### config.mk
export PLATFORM = sky130hd
export DESIGN_NAME = cpu_accumulator_alu_flags
export DESIGN_NICKNAME = d
export VERILOG_FILES = /design/src/rtl/core/caf_pkg.sv /design/src/rtl/core/cpu_accumulator_alu_flags.sv
export SDC_FILE = /design/constraint.sdc
export NUM_CORES = 1
export LEC_CHECK = 0
export BUFFER_PORTS_ARGS = -buffer_cell sky130_fd_sc_hd__clkbuf_2
export CAP_MARGIN = 10
export CORE_MARGIN = 3
export CORE_UTILIZATION = 24
export DETAILED_ROUTE_END_ITERATION = 10
export GPL_ROUTABILITY_DRIVEN = 0
export PLACE_DENSITY = 0.39
export SLEW_MARGIN = 15
export SYNTH_ARGS = -nofsm -noshare
export SYNTH_HDL_FRONTEND = slang
export SYNTH_SLANG_ARGS = --single-unit
### constraint.sdc
create_clock -name clk -period 4.3 [get_ports clk]
set_input_delay 0.215 -clock clk [delete_from_list [all_inputs] [get_ports clk]]
set_output_delay 0.215 -clock clk [all_outputs]
set_load 0.01 [all_outputs]
### src/rtl/core/caf_pkg.sv
// operation codes and flag type for the accumulator alu
package caf_pkg;

	localparam int ModeW = 5;

	localparam logic [ModeW-1:0] MODE_ADD   = 5'd0;
	localparam logic [ModeW-1:0] MODE_ADC   = 5'd1;
	localparam logic [ModeW-1:0] MODE_SUB   = 5'd2;
	localparam logic [ModeW-1:0] MODE_SBC   = 5'd3;
	localparam logic [ModeW-1:0] MODE_AND   = 5'd4;
	localparam logic [ModeW-1:0] MODE_XOR   = 5'd5;
	localparam logic [ModeW-1:0] MODE_OR    = 5'd6;
	localparam logic [ModeW-1:0] MODE_CP    = 5'd7;
	localparam logic [ModeW-1:0] MODE_INC   = 5'd8;
	localparam logic [ModeW-1:0] MODE_DEC   = 5'd9;
	localparam logic [ModeW-1:0] MODE_RLCA  = 5'd10;
	localparam logic [ModeW-1:0] MODE_RRCA  = 5'd11;
	localparam logic [ModeW-1:0] MODE_RLA   = 5'd12;
	localparam logic [ModeW-1:0] MODE_RRA   = 5'd13;
	localparam logic [ModeW-1:0] MODE_DAA   = 5'd14;
	localparam logic [ModeW-1:0] MODE_CPL   = 5'd15;
	localparam logic [ModeW-1:0] MODE_SCF   = 5'd16;
	localparam logic [ModeW-1:0] MODE_CCF   = 5'd17;
	localparam logic [ModeW-1:0] MODE_ADD16 = 5'd18;
	localparam logic [ModeW-1:0] MODE_LDA   = 5'd19;

	localparam logic [7:0] DAA_LO_ADJ = 8'h06;
	localparam logic [7:0] DAA_HI_ADJ = 8'h60;
	localparam logic [3:0] DAA_LO_MAX = 4'h9;
	localparam logic [7:0] DAA_MAX    = 8'h99;

	typedef struct packed {
		logic z;
		logic n;
		logic h;
		logic c;
	} flags_t;

endpackage

### src/rtl/core/cpu_accumulator_alu_flags.sv
// sm83 style accumulator alu with z/n/h/c flags, top level
// One request is accepted per cycle while in_stall is low. A request is captured in an input
// register, where the alu evaluates it against the current accumulator and flags; once the
// output is not stalled it loads the result register, and the next request, which sees the
// updated accumulator and flags, can be captured in the same cycle that the result loads.
// The accumulator and flags clear on reset. Mode codes 20 to 31 change nothing and report the
// current accumulator and flags with a zero result.
module cpu_accumulator_alu_flags (
	input  logic                       clk,
	input  logic                       arst_n,
	input  logic                       in_valid,
	output logic                       in_stall,
	input  logic [caf_pkg::ModeW-1:0]  mode,
	input  logic [15:0]                operand,
	input  logic [15:0]                pair_value,
	output logic                       out_valid,
	input  logic                       out_stall,
	output logic [7:0]                 acc_out,
	output logic [15:0]                result,
	output logic                       zero_flag,
	output logic                       subtract_flag,
	output logic                       half_flag,
	output logic                       carry_flag
);
	import caf_pkg::*;

	logic             valid_s1;
	logic [ModeW-1:0] mode_s1;
	logic [15:0]      operand_s1;
	logic [15:0]      pair_s1;

	logic             valid_s2;
	logic [15:0]      result_s2;

	logic [7:0]       acc_q;
	flags_t           flag_q;

	logic             advance;
	logic             take_in;

	logic [7:0]       a;
	logic [7:0]       b;
	logic             cin;
	logic [8:0]       sum9;
	logic [8:0]       diff9;
	logic [16:0]      sum17;
	logic [7:0]       inc8;
	logic [7:0]       dec8;
	logic [7:0]       adj;
	logic [7:0]       daa8;
	logic [7:0]       acc_d;
	flags_t           flag_d;
	logic [15:0]      result_d;

	assign advance  = valid_s1 && (!valid_s2 || !out_stall);
	assign take_in  = in_valid && !in_stall;
	assign in_stall = valid_s1 && !advance;

	always_ff @(posedge clk or negedge arst_n) begin
		if (!arst_n) begin
			valid_s1 <= 1'b0;
		end else if (take_in) begin
			valid_s1 <= 1'b1;
		end else if (advance) begin
			valid_s1 <= 1'b0;
		end
	end

	always_ff @(posedge clk) begin
		if (take_in) begin
			mode_s1    <= mode;
			operand_s1 <= operand;
			pair_s1    <= pair_value;
		end
	end

	assign a   = acc_q;
	assign b   = operand_s1[7:0];
	assign cin = flag_q.c;

	always_comb begin
		sum9  = {1'b0, a} + {1'b0, b} + {8'd0, (mode_s1 == MODE_ADC) && cin};
		diff9 = {1'b0, a} - {1'b0, b} - {8'd0, (mode_s1 == MODE_SBC) && cin};
		sum17 = {1'b0, pair_s1} + {1'b0, operand_s1};
		inc8  = b + 8'd1;
		dec8  = b - 8'd1;

		adj = 8'd0;
		if (flag_q.h) begin
			adj = adj | DAA_LO_ADJ;
		end
		if (cin) begin
			adj = adj | DAA_HI_ADJ;
		end
		if (flag_q.n) begin
			daa8 = a - adj;
		end else begin
			if (a[3:0] > DAA_LO_MAX) begin
				adj = adj | DAA_LO_ADJ;
			end
			if (a > DAA_MAX) begin
				adj = adj | DAA_HI_ADJ;
			end
			daa8 = a + adj;
		end
	end

	always_comb begin
		acc_d    = acc_q;
		flag_d   = flag_q;
		result_d = 16'd0;
		case (mode_s1) inside
			MODE_ADD, MODE_ADC: begin
				acc_d  = sum9[7:0];
				flag_d = '{z: sum9[7:0] == 8'd0, n: 1'b0,
					h: a[4] ^ b[4] ^ sum9[4], c: sum9[8]};
			end
			MODE_SUB, MODE_SBC, MODE_CP: begin
				if (mode_s1 != MODE_CP) begin
					acc_d = diff9[7:0];
				end
				flag_d = '{z: diff9[7:0] == 8'd0, n: 1'b1,
					h: a[4] ^ b[4] ^ diff9[4], c: diff9[8]};
			end
			MODE_AND: begin
				acc_d  = a & b;
				flag_d = '{z: (a & b) == 8'd0, n: 1'b0, h: 1'b1, c: 1'b0};
			end
			MODE_XOR: begin
				acc_d  = a ^ b;
				flag_d = '{z: (a ^ b) == 8'd0, n: 1'b0, h: 1'b0, c: 1'b0};
			end
			MODE_OR: begin
				acc_d  = a | b;
				flag_d = '{z: (a | b) == 8'd0, n: 1'b0, h: 1'b0, c: 1'b0};
			end
			MODE_INC: begin
				result_d = {8'd0, inc8};
				flag_d   = '{z: inc8 == 8'd0, n: 1'b0, h: b[3:0] == 4'hf, c: cin};
			end
			MODE_DEC: begin
				result_d = {8'd0, dec8};
				flag_d   = '{z: dec8 == 8'd0, n: 1'b1, h: b[3:0] == 4'h0, c: cin};
			end
			MODE_RLCA: begin
				acc_d  = {a[6:0], a[7]};
				flag_d = '{z: 1'b0, n: 1'b0, h: 1'b0, c: a[7]};
			end
			MODE_RRCA: begin
				acc_d  = {a[0], a[7:1]};
				flag_d = '{z: 1'b0, n: 1'b0, h: 1'b0, c: a[0]};
			end
			MODE_RLA: begin
				acc_d  = {a[6:0], cin};
				flag_d = '{z: 1'b0, n: 1'b0, h: 1'b0, c: a[7]};
			end
			MODE_RRA: begin
				acc_d  = {cin, a[7:1]};
				flag_d = '{z: 1'b0, n: 1'b0, h: 1'b0, c: a[0]};
			end
			MODE_DAA: begin
				acc_d  = daa8;
				flag_d = '{z: daa8 == 8'd0, n: flag_q.n, h: 1'b0, c: adj[6] | adj[5]};
			end
			MODE_CPL: begin
				acc_d  = ~a;
				flag_d = '{z: flag_q.z, n: 1'b1, h: 1'b1, c: flag_q.c};
			end
			MODE_SCF: begin
				flag_d = '{z: flag_q.z, n: 1'b0, h: 1'b0, c: 1'b1};
			end
			MODE_CCF: begin
				flag_d = '{z: flag_q.z, n: 1'b0, h: 1'b0, c: !cin};
			end
			MODE_ADD16: begin
				result_d = sum17[15:0];
				flag_d   = '{z: flag_q.z, n: 1'b0,
					h: pair_s1[12] ^ operand_s1[12] ^ sum17[12], c: sum17[16]};
			end
			MODE_LDA: begin
				acc_d = b;
			end
			default: begin
				acc_d = acc_q;
			end
		endcase
	end

	always_ff @(posedge clk or negedge arst_n) begin
		if (!arst_n) begin
			valid_s2 <= 1'b0;
			acc_q    <= 8'd0;
			flag_q   <= '0;
		end else begin
			if (advance) begin
				valid_s2 <= 1'b1;
				acc_q    <= acc_d;
				flag_q   <= flag_d;
			end else if (!out_stall) begin
				valid_s2 <= 1'b0;
			end
		end
	end

	always_ff @(posedge clk) begin
		if (advance) begin
			result_s2 <= result_d;
		end
	end

	// state only moves when the result register loads, so it doubles as the output
	assign out_valid     = valid_s2;
	assign acc_out       = acc_q;
	assign result        = result_s2;
	assign zero_flag     = flag_q.z;
	assign subtract_flag = flag_q.n;
	assign half_flag     = flag_q.h;
	assign carry_flag    = flag_q.c;

	a_stall_hold: assert property (@(posedge clk) disable iff (!arst_n)
		out_valid && out_stall |=> out_valid && $stable(acc_out) && $stable(result))
		else $error("result changed while stalled");

	a_cp_keeps_acc: assert property (@(posedge clk) disable iff (!arst_n)
		advance && mode_s1 == MODE_CP |=> $stable(acc_q))
		else $error("compare changed the accumulator");

	a_rot_clears: assert property (@(posedge clk) disable iff (!arst_n)
		advance && (mode_s1 == MODE_RLCA || mode_s1 == MODE_RRCA ||
			mode_s1 == MODE_RLA || mode_s1 == MODE_RRA)
		|=> !zero_flag && !subtract_flag && !half_flag)
		else $error("rotate left z, n or h set");

	a_incdec_carry: assert property (@(posedge clk) disable iff (!arst_n)
		advance && (mode_s1 == MODE_INC || mode_s1 == MODE_DEC) |=> $stable(flag_q.c))
		else $error("inc or dec changed carry");

	a_acc_result_zero: assert property (@(posedge clk) disable iff (!arst_n)
		advance && mode_s1 < MODE_INC |=> result == 16'd0)
		else $error("accumulator operation gave a nonzero result");

endmodule

# == Word-level counts from Yosys, hierarchy flattened ==
# Index checks and enable logic that the tools add are counted.
# word_totals
register_bits,67
elab_cells,156
romBits,0
in_bits,41
ramBits,0
output_inout_bits,30
memories,0
latchBits,0
# classes
add_sub_neg,9
n_mux,56
n_reduce_logical,36
order_cmp,2
n_bitwise,11
div_mod_pow,0
n_eq_ne,30
multipliers,0
shifts,0
# op_table
op,n
two-way mux 8 bit,31
zero test 8 bit,8
two-way mux 4 bit,12
"inequality test 12 x 10 -> 1 bit, second input constant",4
"== test 5 x 4 -> 1 bit, second input constant",8
nonzero test 12 bit,2
two-way mux 7 bit,3
"== test 5 x 3 -> 1 bit, second input constant",4
"== test 5 bit, second input constant",4
OR reduction 19 bit,1
two-way mux 3 bit,6
adder 16 x 16 -> 17 bit,1
nonzero test 16 bit,1
nonzero test 15 bit,1
nonzero test 13 bit,1
"inequality test 6 x 4 -> 1 bit, second input constant",2
"inequality test 11 x 9 -> 1 bit, second input constant",1
"== test 5 x 2 -> 1 bit, second input constant",2
adder 8 x 8 -> 9 bit,1
adder 9 x 1 -> 9 bit,1
subtractor 8 x 8 -> 9 bit,1
subtractor 9 x 1 -> 9 bit,1
"adder 8 x 1 -> 8 bit, second input constant",1
adder 8 bit,1
30 further kinds,46

# == Depth between registers and ports, before layout ==
# logic_depth
depth_word,20
ltp_mapped,15
ltp_nobuf,14

# == Worst setup path before layout ==
# No wires, ideal clock.
# synth_path
kind,register to register
start,register mode_s1[1]
end,register flag_q (netlist bit zero_flag)
arrival_ns,3.550
path_buffers,3
synth_period_minus_slack_ns,3.631
required_time_ns,4.218
slack_ns,0.669
stages_incl_launch_ff,15
setup_ns,0.082
cell_sequence,edfxtp_1 -> buf_4 -> buf_2 -> nor4_1 -> buf_2 -> nand3_1 -> fa_1 -> fa_1 -> nor2b_4 -> o31a_1 -> o21a_1 -> o21a_1 -> nor2_1 -> or4_1 -> a31oi_1
# synth_between
elab_chain_len,12
word_cells_on_any_way,36
cone_classes,2 x add/sub; 14 x eq/ne; 11 x mux; 9 x reduce/logical
# synth_lines
item,line_no,text
start: declaration,cpu_accumulator_alu_flags.sv:28,logic [ModeW-1:0] mode_s1;
start signal: assignment,cpu_accumulator_alu_flags.sv:71,mode_s1 <= mode;
== test 5 x 4 -> 1 bit (no line),--,
two-way mux 4 bit (11 in series),cpu_accumulator_alu_flags.sv:112,case (mode_s1) inside
end signal: assignment,cpu_accumulator_alu_flags.sv:198,flag_q <= flag_d;
end: declaration,cpu_accumulator_alu_flags.sv:36,flags_t flag_q;
# Parallel ways exist; a longest one is shown, timed or not. The select of a mux whose other input is x is not followed.
# A chain may end at the register's enable or synchronous reset.

# == Worst setup path in the final report ==
# layout_path
start,"register acc_q[3], in the netlist acc_out[3]"
end,"register acc_q[6], in the netlist acc_out[6]"
# layout_between
elab_chain_len,18
word_cells_on_any_way,25
cone_classes,6 x add/sub; 2 x order compare; 17 x mux
# layout_lines
item,line_no,text
start: declaration,cpu_accumulator_alu_flags.sv:35,logic [7:0] acc_q;
start signal: assignment,cpu_accumulator_alu_flags.sv:192,acc_q <= 8'd0;
start signal: assignment,cpu_accumulator_alu_flags.sv:197,acc_q <= acc_d;
> comparator 4 bit,cpu_accumulator_alu_flags.sv:98,if (a[3:0] > DAA_LO_MAX) begin
two-way mux 3 bit,cpu_accumulator_alu_flags.sv:98,
two-way mux 7 bit,cpu_accumulator_alu_flags.sv:101,if (a > DAA_MAX) begin
two-way mux 8 bit,cpu_accumulator_alu_flags.sv:95,if (flag_q.n) begin
adder 8 bit,cpu_accumulator_alu_flags.sv:104,daa8 = a + adj;
two-way mux 8 bit,cpu_accumulator_alu_flags.sv:95,
two-way mux 8 bit (11 in series),cpu_accumulator_alu_flags.sv:112,
two-way mux 8 bit (*),cpu_accumulator_alu_flags.sv:112,
# Every way passes the cells marked *; elsewhere a longest branch is shown, timed or not. The select of a mux whose other input is x is not followed.

==> results.txt <==
The growth of design area from synthesis to finish is 16.69%. Dividing the detail-routed via count by the number of cells gives 5.334. The via count of the first global-routing pass came out at approximately 6100. Row generation in the floorplan step produced 58 rows. Counting I/O delays and the setup requirement, the final critical path takes 3.719 ns. The actual transition at the worst max-transition pin is 0.9157 ns. The cell area after layout came out at 7426 sq um. The clock input transition at the sequential cells of the worst setup and hold paths is 0.07 ns. The maximum resistive drop on vdd came out at 187.1 uV.

TritonCTS built the clock tree. The flow ran to the end, and the final reports show no timing, DRC or antenna violations. The critical path starts at acc_out[3]$_DFFE_PN0P_.

The clock sink count is 67. The clock skew is 0.01296 ns. The count of non-filler cells in the finished layout is approximately 1100. The worst-case clock buffer depth came out at 2. The number of cells produced by synthesis is 726. The clock tree root driver cell is clkbuf_16.

The final hold violation count is 0. The cell area reported after detailed placement is 7122 sq um. The total power is 0.003680 W. The remaining global-route overflow is 0.

The relative slew slack came out at 0.3895. The post-synthesis instance area is 6364 sq um. The via count came out at 6038. The total routing usage reported by global routing came out at 0.1733. The number of storage elements in the synthesis netlist is 67.

The arrival time of data at the critical path endpoint is roughly 4 ns. Pin placement for this block handled 71 I/O pins. The most common flop cell mapped by yosys is edfxtp_1. The number of search-and-repair iterations in the first detailed-routing pass is 5. The post-DP HPWL came out at roughly 19 mm. The Yosys warning count is 0. The average size of a mapped cell came out at between 8 and 9 sq um. The static leakage is 2.907 nW. In this run the worst path has a maximum fanout of 9. Entering global routing, the biggest net connects 49 pins. The source-to-sink clock delay at the later pin of the worst-skew pair came out at 0.36 ns. The routed length per instance is 21.96 um. 0 antenna diodes ended up in the layout.

The number of gates given a new drive strength after cts came out at 0. The area of the placeable core is between 20000 and 30000 sq um. Timing would allow up to roughly 270 MHz. The number of nets in the synthesized netlist is 830. The type of destination of the critical path is a flop. The max-capacitance violation count is 0.

The number of antenna violations at the first check in global routing is 0. The count of buffers from port buffering came out at 70. The filler cells instantiated in the layout total 2795.

For this run, the register share of the synthesized area comes to 0.3052. The total wire length after detailed routing came out at roughly 25 mm. The final setup violation count came out at 0. The library cell used most frequently in the layout, excluding fill and tap cells, is clkbuf_2. In the final layout, the multi-input gates occupy 4105 sq um. In the final timing run, aggregate negative setup slack is 0 ns. The startpoint identified for the worst register-to-register timing path is acc_out[3]$_DFFE_PN0P_. For this run, asynchronously set or reset flops after synthesis account for 0.2090.

The number of levels in the clock H-tree came out at 3. STA classifies the critical path startpoint as a flop. The first-pass GRT wire length came out at 37.78 mm.

Dividing the final minimum period by the clock period gives 0.8648. The cell area power density came out at 495.6 nW/um^2. The number of slew-limit violations in the final report came out at 0.

The number of instances in the placed design is 1115. The die is 168.8 um tall. Setup repair after global routing left no endpoint under its margin.

The proportion of layout cells with a drive suffix above 1 is 0.1658. Leaving out fill and tap cells, the most frequent cells in the layout are clkbuf_2 (70), o21ai_0 (58), ha_1 (58). The total CTS buffers is 9. The count of nets left with antenna violations after detail routing came out at 0.

The number of DRC violations after detailed-routing iteration 0 is 518. The netlist uses 80 different library cells. The final routed DRC violation total is 0. The net total in the final layout is 901. The register area is 1942 sq um. From left edge to right edge, the die measures between 150 and 200 um. The full die area is 28510 sq um. In this run, synthesis inferred 53 flip-flops with an integrated enable. The class of the worst hold path is in2reg. For this run, the share of the core covered by cells in the final layout is 0.2899.

The initial utilization of the core area, before any placement, comes to 0.2484. The launch point of the worst hold path is pair_value[13]. The required time of the worst setup path came out at between 4 and 5 ns. By startpoint and endpoint, the worst setup path is classified as reg2reg.
-- synth_stat cells, drive strengths merged, types with 5 or more instances --
library cell,n,area [sq um]
o22ai,19,125.1
nor3,21,110.1
nor2,60,250.2
fa,5,100.1
a211oi,7,52.55
dfrtp,14,350.3
nand3,20,100.1
nor4,7,43.79
ha,58,725.7
nand4,7,43.79
a31oi,8,50.05
inv,37,138.9
clkbuf,14,52.55
o31ai,8,60.06
o221ai,5,43.79
xor2,14,122.6
o21a,15,112.6
edfxtp,53,1592
o211ai,9,67.56
a221oi,6,65.06
o21ai,61,305.3
a21oi,38,190.2
nand2,56,215.2
xnor2,24,210.2
nor2b,17,113.9
a22oi,10,75.07
buf,20,132.6
nor3b,7,63.81
nand2b,20,132.6
o2111ai,5,43.79
-- cell type report --
cell class / count / area share
clock buffer: 10 / 0.03083
clock inverter: 6 / 0.008762
multi-input combinational: 588 / 0.5528
sequential: 67 / 0.2615
inverter: 37 / 0.01870
timing repair buffer: 94 / 0.07178
tap: 330 / 0.05560
-- where the power goes --
part	leakage [nW]	switching, W	internal [W]
clock network	0.143	0.000324	0.000451
logic	2.08	0.00127	0.000770
registers	0.684	0.0000878	0.000781
total	2.91	0.00168	0.00200
-- cell families after synthesis --
kind of cell,Yosys count,synth area share
AND/OR/NAND/NOR,247,0.2059
adder cells (fa/ha/maj),63,0.1298
XOR/XNOR,38,0.05230
flip-flops,67,0.3052
AO/OA/AOI/OAI,234,0.2462
buffers and inverters,71,0.05092
multiplexers,6,0.009831
-- worst paths after layout --
| check | end | slack, ns | cells after the start |
|---|---|---|---|
| max | acc_out[6]$_DFFE_PN0P_ | 0.58 | 13 |
| min | pair_s1[13]$_DFFE_PP_ | 0.03 | 1 |
| max reg2reg | acc_out[6]$_DFFE_PN0P_ | 0.58 | 13 |
| min reg2reg | out_valid$_DFFE_PN0P_ | 0.50 | 1 |
| max in group asynchronous | acc_out[6]$_DFFE_PN0P_ | 3.66 | 2 |
| min in group asynchronous | out_valid$_DFFE_PN0P_ | 0.33 | 2 |
-- per-layer routing --
| metal | GRT usage | share of wire | vias to the layer above | routed length, um |
|---|---|---|---|---|
| met5 | 0 | 0 | - | 0 |
| met4 | 0.06403 | 0.030 | 0 | 743 |
| met3 | 0.03340 | 0.060 | 45 | 1480 |
| met2 | 0.2722 | 0.45 | 227 | 11280 |
| met1 | 0.2367 | 0.46 | 2889 | 11360 |
| li1 | - | - | 2877 | - |
-- worst max-delay path, cell delays in order (launching register included) --
cell and delay, ns:
dfrtp_1 0.52, o21a_1 0.20, a311oi_1 0.62, ha_1 0.34, inv_1 0.05, mux2i_1 0.06
ha_1 0.37, nor2b_1 0.16, o311a_1 0.12, a211oi_1 0.36, o2111ai_1 0.16, a221oi_1 0.34
a2bb2oi_1 0.21, o21ai_1 0.07
-- stage by stage --
step,hold slack [ns],worst slack (ns)
floorplan,-0.08059,0.6685
global placement,0.1740,0.6885
detailed placement,0.1756,0.5985
CTS,0.02155,0.5719
global route,0.02297,0.2334
finish,0.02850,0.5813
-- state kept, by name, summed over array words and instances (netlist names), 5 cells and up --
signal and count:
operand_s1 16, pair_s1 16, result 16, acc_out 8
mode_s1 5
-- repair_timing --
| action | in CTS | in global routing |
|---|---|---|
| hold endpoints to repair | 14 | 0 |
| buffers inserted | 0 | 0 |
| hold buffers | 1 | 0 |
Power figures use the tool's default switching activity.
